**src/rtl/dpra_pkg.sv**
```systemverilog
// Shared types and constants for the debounced pulse-rate averager.
// No dependencies; every other file of the block but dpra_if imports this package.
`timescale 1ns / 1ps

package dpra_pkg;

  // Ring depth default and the depth of the front-to-back queue
  localparam int unsigned RING_DEPTH_DEF = 5;
  localparam int unsigned Q_DEPTH        = 2;
  localparam int unsigned Q_PW           = (Q_DEPTH > 1) ? $clog2(Q_DEPTH) : 1;
  localparam int unsigned Q_CW           = $clog2(Q_DEPTH + 1);

  // Configuration port geometry
  localparam int unsigned CFG_IW = 2;
  localparam int unsigned CFG_DW = 24;

  // Register indexes
  typedef enum logic [CFG_IW-1:0] {
    REG_DEBOUNCE = 2'd0,
    REG_WINDOW   = 2'd1,
    REG_FACTOR   = 2'd2
  } reg_idx_t;

  // Register reset values
  localparam logic [15:0] DEBOUNCE_RST = 16'd1;
  localparam logic [23:0] WINDOW_RST   = 24'd60000;
  localparam logic [15:0] FACTOR_RST   = 16'd354;

  // Saturation limits of the tick counters
  localparam logic [15:0] CNT16_MAX = 16'hFFFF;
  localparam logic [23:0] CNT24_MAX = 24'hFF_FFFF;

  typedef struct packed {
    logic [15:0] debounce_ticks;
    logic [23:0] window_ticks;
    logic [15:0] dose_factor;
  } cfg_t;

  // One classified tick as handed from the front to the back
  typedef struct packed {
    logic [15:0] window_count;
    logic [23:0] window_elapsed;
    logic        window_closed;
    logic [31:0] dose;
  } rec_t;

endpackage

```
**src/rtl/dpra_if.sv**
```systemverilog
// Channel interfaces of the pulse-rate averager: tick input and result output.
// Depends on nothing; used by the front, the back and the top level.
`timescale 1ns / 1ps

interface dpra_in_if;
  logic valid;
  logic ready;
  logic line_active;

  modport source (output valid, output line_active, input ready);
  modport sink   (input valid, input line_active, output ready);
endinterface

interface dpra_out_if;
  logic        valid;
  logic        ready;
  logic [15:0] window_count;
  logic [31:0] average_dose;
  logic [2:0]  filled_entries;
  logic [2:0]  ring_position;
  logic [23:0] window_elapsed;
  logic        window_closed;

  modport source (
    output valid, output window_count, output average_dose, output filled_entries,
    output ring_position, output window_elapsed, output window_closed, input ready
  );
  modport sink (
    input valid, input window_count, input average_dose, input filled_entries,
    input ring_position, input window_elapsed, input window_closed, output ready
  );
endinterface

```
**src/rtl/dpra_front.sv**
```systemverilog
// Front of the averager: debounce, pulse count and window timing per tick.
// Depends on dpra_pkg and dpra_in_if; pushes one record per tick into the queue.
`timescale 1ns / 1ps

module dpra_front
  import dpra_pkg::*;
(
  input  logic        clk,
  input  logic        rst,
  input  cfg_t        cfg,
  dpra_in_if.sink     ticks,
  output logic        push_valid,
  input  logic        push_ready,
  output rec_t        push_data
);

  logic [15:0] since_last;
  logic [23:0] window_timer;
  logic [15:0] pulse_count;

  logic [15:0] since_inc;
  logic [23:0] timer_inc;
  logic [15:0] count_next;
  logic [15:0] since_next;
  logic        hit;
  logic        closed;
  logic        fire;

  // Advance both timers, then test for a counted pulse and a closed window
  always_comb begin
    since_inc  = (since_last == CNT16_MAX) ? since_last : since_last + 16'd1;
    timer_inc  = (window_timer == CNT24_MAX) ? window_timer : window_timer + 24'd1;
    hit        = ticks.line_active && (since_inc >= cfg.debounce_ticks);
    count_next = pulse_count;
    since_next = since_inc;
    if (hit) begin
      count_next = (pulse_count == CNT16_MAX) ? pulse_count : pulse_count + 16'd1;
      since_next = '0;
    end
    closed = (timer_inc >= cfg.window_ticks);
  end

  // Build the record; the product is only used on a closing tick
  always_comb begin
    push_data.window_count   = closed ? 16'd0 : count_next;
    push_data.window_elapsed = closed ? 24'd0 : timer_inc;
    push_data.window_closed  = closed;
    push_data.dose           = 32'(count_next) * 32'(cfg.dose_factor);
  end

  assign ticks.ready = push_ready;
  assign fire        = ticks.valid && push_ready;
  assign push_valid  = ticks.valid;

  // Update tick state on each accepted transaction
  always_ff @(posedge clk) begin
    if (rst) begin
      since_last   <= '0;
      window_timer <= '0;
      pulse_count  <= '0;
    end else if (fire) begin
      since_last   <= since_next;
      window_timer <= closed ? 24'd0 : timer_inc;
      pulse_count  <= closed ? 16'd0 : count_next;
    end
  end

endmodule

```
**src/rtl/dpra_queue.sv**
```systemverilog
// Short FIFO between the front and the back of the averager.
// Depends on dpra_pkg for the record type and the depth.
`timescale 1ns / 1ps

module dpra_queue
  import dpra_pkg::*;
(
  input  logic clk,
  input  logic rst,
  input  logic push_valid,
  output logic push_ready,
  input  rec_t push_data,
  output logic pop_valid,
  input  logic pop_ready,
  output rec_t pop_data
);

  rec_t            slots [Q_DEPTH];
  logic [Q_PW-1:0] wr_ptr;
  logic [Q_PW-1:0] rd_ptr;
  logic [Q_CW-1:0] count;
  logic            do_push;
  logic            do_pop;

  assign push_ready = (count != Q_CW'(Q_DEPTH));
  assign pop_valid  = (count != '0);
  assign pop_data   = slots[rd_ptr];
  assign do_push    = push_valid && push_ready;
  assign do_pop     = pop_valid && pop_ready;

  // Store pushed records
  always_ff @(posedge clk) begin
    if (do_push) begin
      slots[wr_ptr] <= push_data;
    end
  end

  // Advance pointers and occupancy
  always_ff @(posedge clk) begin
    if (rst) begin
      wr_ptr <= '0;
      rd_ptr <= '0;
      count  <= '0;
    end else begin
      if (do_push) begin
        wr_ptr <= (wr_ptr == Q_PW'(Q_DEPTH - 1)) ? '0 : wr_ptr + 1'b1;
      end
      if (do_pop) begin
        rd_ptr <= (rd_ptr == Q_PW'(Q_DEPTH - 1)) ? '0 : rd_ptr + 1'b1;
      end
      if (do_push && !do_pop) begin
        count <= count + 1'b1;
      end else if (do_pop && !do_push) begin
        count <= count - 1'b1;
      end
    end
  end

endmodule

```
**src/rtl/dpra_back.sv**
```systemverilog
// Back of the averager: ring of window results, their sum and the mean.
// Depends on dpra_pkg and dpra_out_if; pops records from dpra_queue.
`timescale 1ns / 1ps

module dpra_back
  import dpra_pkg::*;
#(
  parameter int unsigned RING_DEPTH = RING_DEPTH_DEF
) (
  input  logic        clk,
  input  logic        rst,
  input  logic        pop_valid,
  output logic        pop_ready,
  input  rec_t        pop_data,
  dpra_out_if.source  results
);

  localparam int unsigned IW  = (RING_DEPTH > 1) ? $clog2(RING_DEPTH) : 1;
  localparam int unsigned CW  = $clog2(RING_DEPTH + 1);
  localparam int unsigned SW  = 32 + CW;
  localparam int unsigned DCW = $clog2(SW + 1);

  typedef enum logic [3:0] {
    ST_IDLE = 4'b0001,
    ST_SUM  = 4'b0010,
    ST_DIV  = 4'b0100,
    ST_OUT  = 4'b1000
  } st_t;

  st_t            state;
  logic [IW-1:0]  ring_idx;
  logic [CW-1:0]  fill_cnt;
  logic [31:0]    mean;
  logic [CW-1:0]  rd_cnt;
  logic           rd_pend;
  logic [SW-1:0]  acc;
  logic [CW-1:0]  rem;
  logic [DCW-1:0] dcnt;
  logic [31:0]    rdata;
  logic [31:0]    ring [RING_DEPTH];

  logic           out_valid;
  logic [15:0]    out_count;
  logic [31:0]    out_dose;
  logic [CW-1:0]  out_fill;
  logic [IW-1:0]  out_pos;
  logic [23:0]    out_elapsed;
  logic           out_closed;

  logic           take;
  logic           out_load;
  logic           mem_we;
  logic           rd_issue;
  logic [IW-1:0]  idx_next;
  logic [CW-1:0]  fill_next;
  logic [CW:0]    trial;
  logic [CW:0]    trial_sub;
  logic [CW+2:0]  fill_ext;
  logic [IW+2:0]  pos_ext;

  // Pop only when idle and the output register is free or being drained
  assign pop_ready = (state == ST_IDLE) && (!out_valid || results.ready);
  assign take      = pop_valid && pop_ready;
  assign out_load  = (take && !pop_data.window_closed) || (state == ST_OUT);
  assign mem_we    = take && pop_data.window_closed;
  assign rd_issue  = (state == ST_SUM) && (rd_cnt < fill_cnt);
  assign idx_next  = (ring_idx == IW'(RING_DEPTH - 1)) ? '0 : ring_idx + 1'b1;
  assign fill_next = (fill_cnt == CW'(RING_DEPTH)) ? fill_cnt : fill_cnt + 1'b1;
  assign trial     = {rem, acc[SW-1]};
  assign trial_sub = trial - {1'b0, fill_cnt};

  // Ring memory: write the new window result, read one entry per cycle
  always_ff @(posedge clk) begin
    if (mem_we) begin
      ring[ring_idx] <= pop_data.dose;
    end
  end

  always_ff @(posedge clk) begin
    if (rd_issue) begin
      rdata <= ring[rd_cnt[IW-1:0]];
    end
  end

  // Sequencer: on a closing record sum the filled entries, then divide one quotient bit a cycle
  always_ff @(posedge clk) begin
    if (rst) begin
      state     <= ST_IDLE;
      ring_idx  <= '0;
      fill_cnt  <= '0;
      mean      <= '0;
      out_valid <= 1'b0;
      rd_pend   <= 1'b0;
      rd_cnt    <= '0;
      dcnt      <= '0;
    end else begin
      // Load the output register on a new result, drop it once taken
      if (out_load) begin
        out_valid <= 1'b1;
      end else if (results.ready) begin
        out_valid <= 1'b0;
      end
      unique case (state)
        ST_IDLE: begin
          if (take) begin
            if (pop_data.window_closed) begin
              ring_idx <= idx_next;
              fill_cnt <= fill_next;
              rd_cnt   <= '0;
              rd_pend  <= 1'b0;
              acc      <= '0;
              state    <= ST_SUM;
            end else begin
              out_count   <= pop_data.window_count;
              out_elapsed <= pop_data.window_elapsed;
              out_closed  <= 1'b0;
              out_dose    <= mean;
              out_fill    <= fill_cnt;
              out_pos     <= ring_idx;
            end
          end
        end
        ST_SUM: begin
          rd_pend <= rd_issue;
          if (rd_issue) begin
            rd_cnt <= rd_cnt + 1'b1;
          end
          if (rd_pend) begin
            acc <= acc + SW'(rdata);
          end
          if (!rd_issue && !rd_pend) begin
            rem   <= '0;
            dcnt  <= DCW'(SW);
            state <= ST_DIV;
          end
        end
        ST_DIV: begin
          if (!trial_sub[CW]) begin
            rem <= trial_sub[CW-1:0];
            acc <= {acc[SW-2:0], 1'b1};
          end else begin
            rem <= trial[CW-1:0];
            acc <= {acc[SW-2:0], 1'b0};
          end
          dcnt <= dcnt - 1'b1;
          if (dcnt == DCW'(1)) begin
            state <= ST_OUT;
          end
        end
        ST_OUT: begin
          mean        <= acc[31:0];
          out_count   <= '0;
          out_elapsed <= '0;
          out_closed  <= 1'b1;
          out_dose    <= acc[31:0];
          out_fill    <= fill_cnt;
          out_pos     <= ring_idx;
          state       <= ST_IDLE;
        end
        default: begin
          state <= ST_IDLE;
        end
      endcase
    end
  end

  // Drive the result channel from the output register
  assign fill_ext = (CW+3)'(out_fill);
  assign pos_ext  = (IW+3)'(out_pos);

  assign results.valid          = out_valid;
  assign results.window_count   = out_count;
  assign results.average_dose   = out_dose;
  assign results.filled_entries = fill_ext[2:0];
  assign results.ring_position  = pos_ext[2:0];
  assign results.window_elapsed = out_elapsed;
  assign results.window_closed  = out_closed;

  // Checks on ring bookkeeping and the sequencer
  a_fill_range: assert property (@(posedge clk) disable iff (rst)
    fill_cnt <= CW'(RING_DEPTH))
    else $error("fill count beyond ring depth");

  a_idx_range: assert property (@(posedge clk) disable iff (rst)
    ring_idx < IW'(RING_DEPTH) || RING_DEPTH == (1 << IW))
    else $error("ring index beyond ring depth");

  a_div_nonzero: assert property (@(posedge clk) disable iff (rst)
    (state == ST_DIV) |-> (fill_cnt != '0))
    else $error("divide with empty ring");

  a_close_starts_sum: assert property (@(posedge clk) disable iff (rst)
    mem_we |=> (state == ST_SUM))
    else $error("closing record did not start the sum");

endmodule

```
**src/rtl/debounced_pulse_rate_averager_unit.sv**
```systemverilog
// Top level of the debounced pulse-rate averager: config registers, front,
// queue and back. Depends on dpra_pkg, dpra_if, dpra_front, dpra_queue, dpra_back.
//
//   channel   dir   handshake             payload
//   ticks     in    valid/ready           line_active
//   results   out   valid/ready           window_count, average_dose, filled_entries,
//                                         ring_position, window_elapsed, window_closed
//   cfg       in    cfg_we (no wait)      cfg_index, cfg_wdata
//
// The back passes a tick that does not close a window straight to the output register;
// the front takes one tick per cycle while the two-entry queue has room.
// A closing tick holds the back from its pop to the next pop: the back reads the filled
// ring entries into the sum, divides it by the fill count a quotient bit at a time,
// then loads the output register.
// Synchronous reset clears all counters, the queue and the mean; ring entries are
// not cleared and are read only after being written.
// Either channel may stall; the queue and the output register keep them apart.
`timescale 1ns / 1ps

module debounced_pulse_rate_averager_unit
  import dpra_pkg::*;
#(
  parameter int unsigned RING_DEPTH = RING_DEPTH_DEF
) (
  input  logic              clk,
  input  logic              rst,
  dpra_in_if.sink           ticks,
  dpra_out_if.source        results,
  input  logic              cfg_we,
  input  logic [CFG_IW-1:0] cfg_index,
  input  logic [CFG_DW-1:0] cfg_wdata
);

  cfg_t cfg;
  logic push_valid;
  logic push_ready;
  rec_t push_data;
  logic pop_valid;
  logic pop_ready;
  rec_t pop_data;

  // Configuration registers; an unknown index is dropped
  always_ff @(posedge clk) begin
    if (rst) begin
      cfg.debounce_ticks <= DEBOUNCE_RST;
      cfg.window_ticks   <= WINDOW_RST;
      cfg.dose_factor    <= FACTOR_RST;
    end else if (cfg_we) begin
      unique case (reg_idx_t'(cfg_index))
        REG_DEBOUNCE: cfg.debounce_ticks <= cfg_wdata[15:0];
        REG_WINDOW:   cfg.window_ticks   <= cfg_wdata[23:0];
        REG_FACTOR:   cfg.dose_factor    <= cfg_wdata[15:0];
        default:      ;
      endcase
    end
  end

  dpra_front u_front (
    .clk        (clk),
    .rst        (rst),
    .cfg        (cfg),
    .ticks      (ticks),
    .push_valid (push_valid),
    .push_ready (push_ready),
    .push_data  (push_data)
  );

  dpra_queue u_queue (
    .clk        (clk),
    .rst        (rst),
    .push_valid (push_valid),
    .push_ready (push_ready),
    .push_data  (push_data),
    .pop_valid  (pop_valid),
    .pop_ready  (pop_ready),
    .pop_data   (pop_data)
  );

  dpra_back #(
    .RING_DEPTH (RING_DEPTH)
  ) u_back (
    .clk       (clk),
    .rst       (rst),
    .pop_valid (pop_valid),
    .pop_ready (pop_ready),
    .pop_data  (pop_data),
    .results   (results)
  );

endmodule

```
**src/flat_wrapper.sv**
```systemverilog
// flat-port wrapper written by rule: the top's interface ports become plain ports
module debounced_pulse_rate_averager_unit_flat import dpra_pkg::*;
#(
  parameter int unsigned RING_DEPTH = RING_DEPTH_DEF
)
  (clk, rst, cfg_we, cfg_index, cfg_wdata, ticks_valid, ticks_line_active, ticks_ready, results_valid, results_window_count, results_average_dose, results_filled_entries, results_ring_position, results_window_elapsed, results_window_closed, results_ready);
  dpra_in_if ticks_i ();
  dpra_out_if results_i ();
  input  logic clk;
  input  logic rst;
  input  logic cfg_we;
  input  logic [CFG_IW-1:0] cfg_index;
  input  logic [CFG_DW-1:0] cfg_wdata;
  input wire logic [$bits(ticks_i.valid)-1:0] ticks_valid;
  input wire logic [$bits(ticks_i.line_active)-1:0] ticks_line_active;
  output wire logic [$bits(ticks_i.ready)-1:0] ticks_ready;
  output wire logic [$bits(results_i.valid)-1:0] results_valid;
  output wire logic [$bits(results_i.window_count)-1:0] results_window_count;
  output wire logic [$bits(results_i.average_dose)-1:0] results_average_dose;
  output wire logic [$bits(results_i.filled_entries)-1:0] results_filled_entries;
  output wire logic [$bits(results_i.ring_position)-1:0] results_ring_position;
  output wire logic [$bits(results_i.window_elapsed)-1:0] results_window_elapsed;
  output wire logic [$bits(results_i.window_closed)-1:0] results_window_closed;
  input wire logic [$bits(results_i.ready)-1:0] results_ready;
  assign ticks_i.valid = ticks_valid;
  assign ticks_i.line_active = ticks_line_active;
  assign ticks_ready = ticks_i.ready;
  assign results_valid = results_i.valid;
  assign results_window_count = results_i.window_count;
  assign results_average_dose = results_i.average_dose;
  assign results_filled_entries = results_i.filled_entries;
  assign results_ring_position = results_i.ring_position;
  assign results_window_elapsed = results_i.window_elapsed;
  assign results_window_closed = results_i.window_closed;
  assign results_i.ready = results_ready;
  debounced_pulse_rate_averager_unit #(.RING_DEPTH(RING_DEPTH)) u_core (.clk(clk), .rst(rst), .ticks(ticks_i), .results(results_i), .cfg_we(cfg_we), .cfg_index(cfg_index), .cfg_wdata(cfg_wdata));
endmodule
```
**config.mk**
```make
export PLATFORM = sky130hd
export DESIGN_NAME = debounced_pulse_rate_averager_unit_flat
export DESIGN_NICKNAME = d
export VERILOG_FILES = /design/src/rtl/dpra_pkg.sv /design/src/rtl/dpra_if.sv /design/src/rtl/dpra_front.sv /design/src/rtl/dpra_queue.sv /design/src/rtl/dpra_back.sv /design/src/rtl/debounced_pulse_rate_averager_unit.sv /design/src/flat_wrapper.sv
export SDC_FILE = /design/constraint.sdc
export NUM_CORES = 2
export LEC_CHECK = 0
export BUFFER_PORTS_ARGS = -buffer_cell sky130_fd_sc_hd__buf_4
export CAP_MARGIN = 20
export CORE_MARGIN = 5
export CORE_UTILIZATION = 50
export CTS_CLUSTER_DIAMETER = 50
export DETAILED_ROUTE_END_ITERATION = 7
export GPL_ROUTABILITY_DRIVEN = 0
export GPL_TIMING_DRIVEN = 0
export PLACE_DENSITY = 0.69
export SETUP_SLACK_MARGIN = 0.05
export SYNTH_ARGS = -nofsm -noshare
export SYNTH_HDL_FRONTEND = slang
export SYNTH_SLANG_ARGS = --single-unit
```
**constraint.sdc**
```tcl
create_clock -name clk -period 12.22 [get_ports clk]
set_input_delay 1.222 -clock clk [delete_from_list [all_inputs] [get_ports clk]]
set_output_delay 1.222 -clock clk [all_outputs]
set_load 0.03 [all_outputs]
```
; Word-level counts from Yosys, hierarchy flattened
; Memories as Yosys holds them, arrays and structs flattened. A register that Yosys moved wholly into a read port is not among the register bits.
; Index checks and enable logic that the tools add are counted.
[totals]
ram_bits = 306
wordCells = 164
reg_bits = 286
n_memories = 2
in_bits = 32
[memory_table]
columns = memory, words, width, read_ports, rd_clocked_by_memory_dff, write_ports, line_no
row1 = u_core.u_back.ring, 5, 32, 1, 1, 1, dpra_back.sv:40  ; logic [31:0] ring [RING_DEPTH];
row2 = u_core.u_queue.slots, 2, 73, 1, 1, 1, dpra_queue.sv:18  ; rec_t slots [Q_DEPTH];
[classes]
n_addsub = 13
n_mux = 60
multipliers = 1
n_lt_le_gt_ge = 3
n_reduce_logical = 38
bitwise = 2
n_eq_ne = 20
[op_table]
columns = op, count
row1 = 16-bit two-way mux, 7
row2 = 35-bit two-way mux, 3
row3 = 35-bit one-hot mux with 3 select lines, 1
row4 = 24-bit two-way mux, 4
row5 = 32-bit two-way mux, 2
row6 = 32-bit one-hot mux with 2 select lines, 1
row7 = 24-bit one-hot mux with 2 select lines, 1
row8 = 35-bit by 32-bit adder with 35-bit output, 1
row9 = "16-bit by 1-bit adder with 16-bit output, second input constant", 2
row10 = "16-bit equality test, second input constant", 2
row11 = 16-bit by 16-bit multiplier with 32-bit output, 1
row12 = 16-bit one-hot mux with 2 select lines, 1
row13 = 3-bit two-way mux, 10
row14 = "24-bit by 1-bit adder with 24-bit output, second input constant", 1
row15 = "24-bit equality test, second input constant", 1
row16 = 24-bit >= comparator, 1
row17 = 3-bit one-hot mux with 2 select lines, 4
row18 = 16-bit >= comparator, 1
row19 = 4-bit two-way mux, 4
row20 = 4-bit AND reduction, 4
row21 = 1-bit two-way mux, 15
row22 = "2-bit inequality test, second input constant", 7
row23 = 4-bit one-hot mux with 3 select lines, 1
row24 = 6-bit one-hot mux with 2 select lines, 1
row25 = 29 further kinds, 61

; Depth between registers and ports, before layout
[logic_depth]
word_depth = 7
ltp_mapped = 38
ltp_nobuf = 36

; By module
; From an unflattened synthesis, not the netlist that was laid out.
[hier_totals]
cells_unflattened = 3076
hier_area_um2 = 36224.7
[modules_own_cells]
columns = module, cells_per_inst, seq_area_each_um2, instances, area_per_inst_um2
row1 = dpra_back, 1007, 10339.9, 1, 15346.0
row2 = dpra_front, 1594, 1121.1, 1, 13068.8
row3 = dpra_queue, 251, 4484.3, 1, 5486.5
row4 = debounced_pulse_rate_averager_unit, 224, 1121.1, 1, 2323.5

; Worst setup path after synthesis
; Ideal clock, no wire load.
[synth_timing]
path_type = register to register
from = register u_core.u_front.since_last[6]
to = memory u_core.u_queue.slots[0][28] (netlist bit) (data pin)
n_path_buf = 3
path_slack_ns = 3.065
required_time_ns = 11.957
synth_period_minus_slack_ns = 9.155
arrival_ns = 8.892
path_stages_with_launch = 36
cell_sequence = dfxtp_1 and4_1 and4_1 and3_1 clkbuf_1 nor2_2 nand3_1 or2_2 xnor2_1 ha_1 nand4_1 o31ai_4 a211oi_4 or4_1 buf_2 o21ai_1 buf_2 a21boi_1 fa_1 inv_1 fa_1 inv_1 fa_1 fa_1 fa_1 inv_1 fa_1 inv_1 ha_1 a21oi_1 o21bai_1 or3_1 o31ai_1 o41ai_1 a21oi_1 xnor2_1
[synth_lines]
columns = item, line_no
row1 = start: declaration, dpra_front.sv:17  ; logic [15:0] since_last;
row2 = start signal: assignment, dpra_front.sv:62  ; since_last <= since_next;
row3 = end: declaration, dpra_queue.sv:18

==> flow_summary.json <==
{
  "wl_per_cell_um": 19.7,
  "fin_crit_ps": 11620,
  "register_area_um2": 17100,
  "worst_slew_pin_slew_ps": 1110,
  "p_leak_nw": 16.4,
  "rr_worst_depth": 34,
  "async_flop_share": 0,
  "ys_warn_count": 0,
  "grt_overflow": 0,
  "startpoint_type": "flip-flop",
  "ys_top_cells_by_area": "edfxtp_1, fa_1, dfxtp_1, ha_1, nand2_1",
  "rows": 98,
  "syn-cell-area_um2": 35700,
  "syn_nets": 3519,
  "ys_types": 81,
  "drc": 0,
  "synth_mux_area_frac": 0.0656,
  "syn2layout_area_growth_pct": 13.2,
  "critPathRequiredTime_ps": 12520,
  "grt_pass1_wl_um": 133000,
  "synth_top_area_share": 0.383,
  "synth-adder-area-share": 0.177,
  "synth_xor_area_frac": 0.0270,
  "crit_slowest_cell": "xnor2_1",
  "synth-simple-area-share": 0.121,
  "min_period_over_period": 0.951,
  "numCtsBuffers": 67,
  "powerDensity_nw_per_um2": 149,
  "hold_viol_final": 0,
  "cp-end-kind": "flip-flop",
  "dr.pass1.iters": 6,
  "ios": 113,
  "slew_headroom": 0.253,
  "track_usage": 0.219,
  "cts-root-buf": "clkbuf_16",
  "rsz0062_at_grt": "no",
  "initial_core_util": 0.501,
  "syn_inst": 3099,
  "ys_seq_area_frac": 0.479,
  "dpl.hpwl_um": 63100,
  "critical_path.max_fanout": 10,
  "drt-vias-per-instance": 5.57,
  "routed_wirelength_um": 84700,
  "max_freq_mhz": 86.0,
  "synth-seq-cells": 625,
  "dr_total_vias": 24000,
  "synth_edf_count": 455,
  "clockBufferDepth": 3,
  "die_y_um": 277,
  "critical_path_class": "reg2reg",
  "clk_pin_slew_worst_paths_ps": 60,
  "setup-tns-final_ps": 0,
  "status": "finished, final reports clean",
  "synth_compound_area_frac": 0.0847,
  "setup_viol": 0,
  "cts_tree": "yes",
  "dieArea_um2": 76700,
  "hold_path_depth": 2,
  "first_global_vias": 23900,
  "post-route-cell-area_um2": 40400,
  "arrival_ps": 11930,
  "drive_gt1_frac": 0.125,
  "clock-sinks": 625,
  "drt-initial-drc-count": 1816,
  "peakVddDrop_mv": 0.118,
  "max_stage_delay_ps": 820,
  "ys_dominant_reg_cell": "edfxtp_1",
  "yosysTopAreaCell": "edfxtp_1",
  "cts_hold_buffers": 0,
  "drv_cap": 0,
  "avgSynthCellArea_um2": 11.5,
  "fillers": 5997,
  "core_um2": 71100,
  "nNetsFinal": 3722,
  "hold_class": "reg2reg",
  "antenna_found_initial": 2,
  "ant_nets": 0,
  "dpl_cell_area_um2": 38000,
  "slew_violations": 0,
  "synth_top_family_by_area": "adder cells",
  "io_buffer_count": 112,
  "finalClockSkew_ps": 22.2,
  "die_width_um": 277,
  "grt_max_degree": 40,
  "cts_htree_levels": 3,
  "multi_input_area_um2": 17000,
  "insertion_delay_ps": 610,
  "crit_path_frequent_cell": "fa_1"
}
## area by class of cell
| type | instances | area share |
|---|---|---|
| inverters | 306 | 0.0285 |
| multi-input cells | 2042 | 0.422 |
| plain buffers | 126 | 0.0122 |
| clock buffers | 84 | 0.0465 |
| well taps | 950 | 0.0294 |
| diodes | 3 | 0.000186 |
| clock inverters | 39 | 0.0106 |
| flip-flops and latches | 625 | 0.423 |
| repair buffers | 134 | 0.0283 |
## metrics by stage
| stage | hold slack [ps] | power (mW) | utilization | worst slack (ps) | instances |
|---|---|---|---|---|---|
| floorplan | 436 | 3.52 | - | 3070 | 3099 |
| global placement | 442 | 3.91 | 0.530 | 592 | 4161 |
| detailed placement | 447 | 3.94 | 0.535 | 761 | 4182 |
| CTS | 455 | 6.04 | 0.567 | 692 | 4305 |
| global route | 471 | 6.26 | 0.568 | 115 | 4306 |
| finish | 452 | 6.00 | 0.568 | 596 | 4309 |
## cell usage in the layout, fill, tap and decap left out, types with 15 or more instances in the layout
cell type / Yosys / routed
nand4_1: 22 / 22
clkbuf_1: 94 / 102
clkbuf_16: 0 / 71
dfxtp_1: 170 / 170
buf_1: 22 / 22
xor2_1: 46 / 46
inv_1: 305 / 305
a21oi_1: 159 / 159
mux2_2: 101 / 101
and2_1: 144 / 144
nand3_1: 44 / 44
and3_1: 19 / 18
nor2_1: 144 / 139
nor3_1: 35 / 35
a31oi_1: 18 / 18
nor2b_1: 37 / 37
mux2i_1: 48 / 48
edfxtp_1: 455 / 455
mux4_2: 32 / 32
o21ai_0: 93 / 93
nand2_1: 366 / 366
ha_1: 192 / 192
a21o_1: 55 / 55
a211oi_1: 17 / 16
buf_4: 0 / 122
fa_1: 196 / 196
nand2b_1: 15 / 15
xnor2_1: 64 / 63
## per-layer routing
metal  vias to the layer above  track usage  wire length [um]
met5                         -            0                 7
met4                         2       0.0666              2210
met3                       150       0.0427              6560
met2                       781        0.351             39800
met1                     11900        0.306             36100
li1                      11200            -                 -
## synth_stat cells (93+ instances only)
library cell	count
mux2_2	101
ha_1	192
nand2_1	366
and2_1	144
fa_1	196
dfxtp_1	170
o21ai_0	93
clkbuf_1	94
inv_1	305
edfxtp_1	455
nor2_1	144
a21oi_1	159
## sequential cells by signal, indices dropped and copies added, names as in the netlist, 4 cells and up, named ones only
name	count
u_core.u_back.results.window_count	16
u_core.u_back.ring	160
u_core.cfg	56
u_core.u_back.results.average_dose	32
u_core.u_back.mean	32
u_core.u_front.since_last	16
u_core.u_back.acc	35
u_core.u_back.dcnt	6
u_core.u_back.rdata	32
u_core.u_front.pulse_count	16
u_core.u_back.state	4
u_core.u_back.results.window_elapsed	24
u_core.u_front.window_timer	24
u_core.u_queue.slots	146
## cell families (layout without fill, tap and decap cells)
| kind of cell | count (synthesis) | in the layout |
|---|---|---|
| AOI/OAI and AO/OA | 469 | 469 |
| xor gates and xnor gates | 110 | 110 |
| adders and majority gates | 388 | 388 |
| buffers and inverters | 432 | 689 |
| DFF | 625 | 625 |
| muxes | 181 | 181 |
| other | 0 | 3 |
| and+or+nand+nor | 894 | 894 |
## power breakdown
group	switching, mW	total (mW)	leakage (nW)	internal, mW
Combinational	0.765	1.20	9.61	0.437
Clock	0.843	2.09	1.12	1.25
Sequential	0.104	2.71	5.63	2.60
## critical path, delay by kind of cell (launching register included)
kind | cells | cell delay, ps
adder cells (fa/ha/maj) | 8 | 3790
AND/OR/NAND/NOR | 10 | 2310
AO/OA/AOI/OAI | 7 | 2060
buffers and inverters | 6 | 1480
XOR/XNOR | 3 | 1280
flip-flops | 1 | 360
## final timing paths
check / to / startpoint / slack [ps]
worst max-delay path: u_core.u_queue.slots[1][28] / u_core.u_front.since_last[6] / 600
worst min-delay path: u_core.cfg[42] / u_core.cfg[42] / 450
worst max register to register: u_core.u_queue.slots[1][28] / u_core.u_front.since_last[6] / 600
worst min register to register: u_core.cfg[42] / u_core.cfg[42] / 450
## what timing repair did
item                       4_1_cts  5_1_grt
hold endpoints to repair         0        0
gates resized for setup          0        1
setup buffers                    0        0
setup endpoints to repair        0        4
No activity file was read; power rests on OpenSTA's default activity.
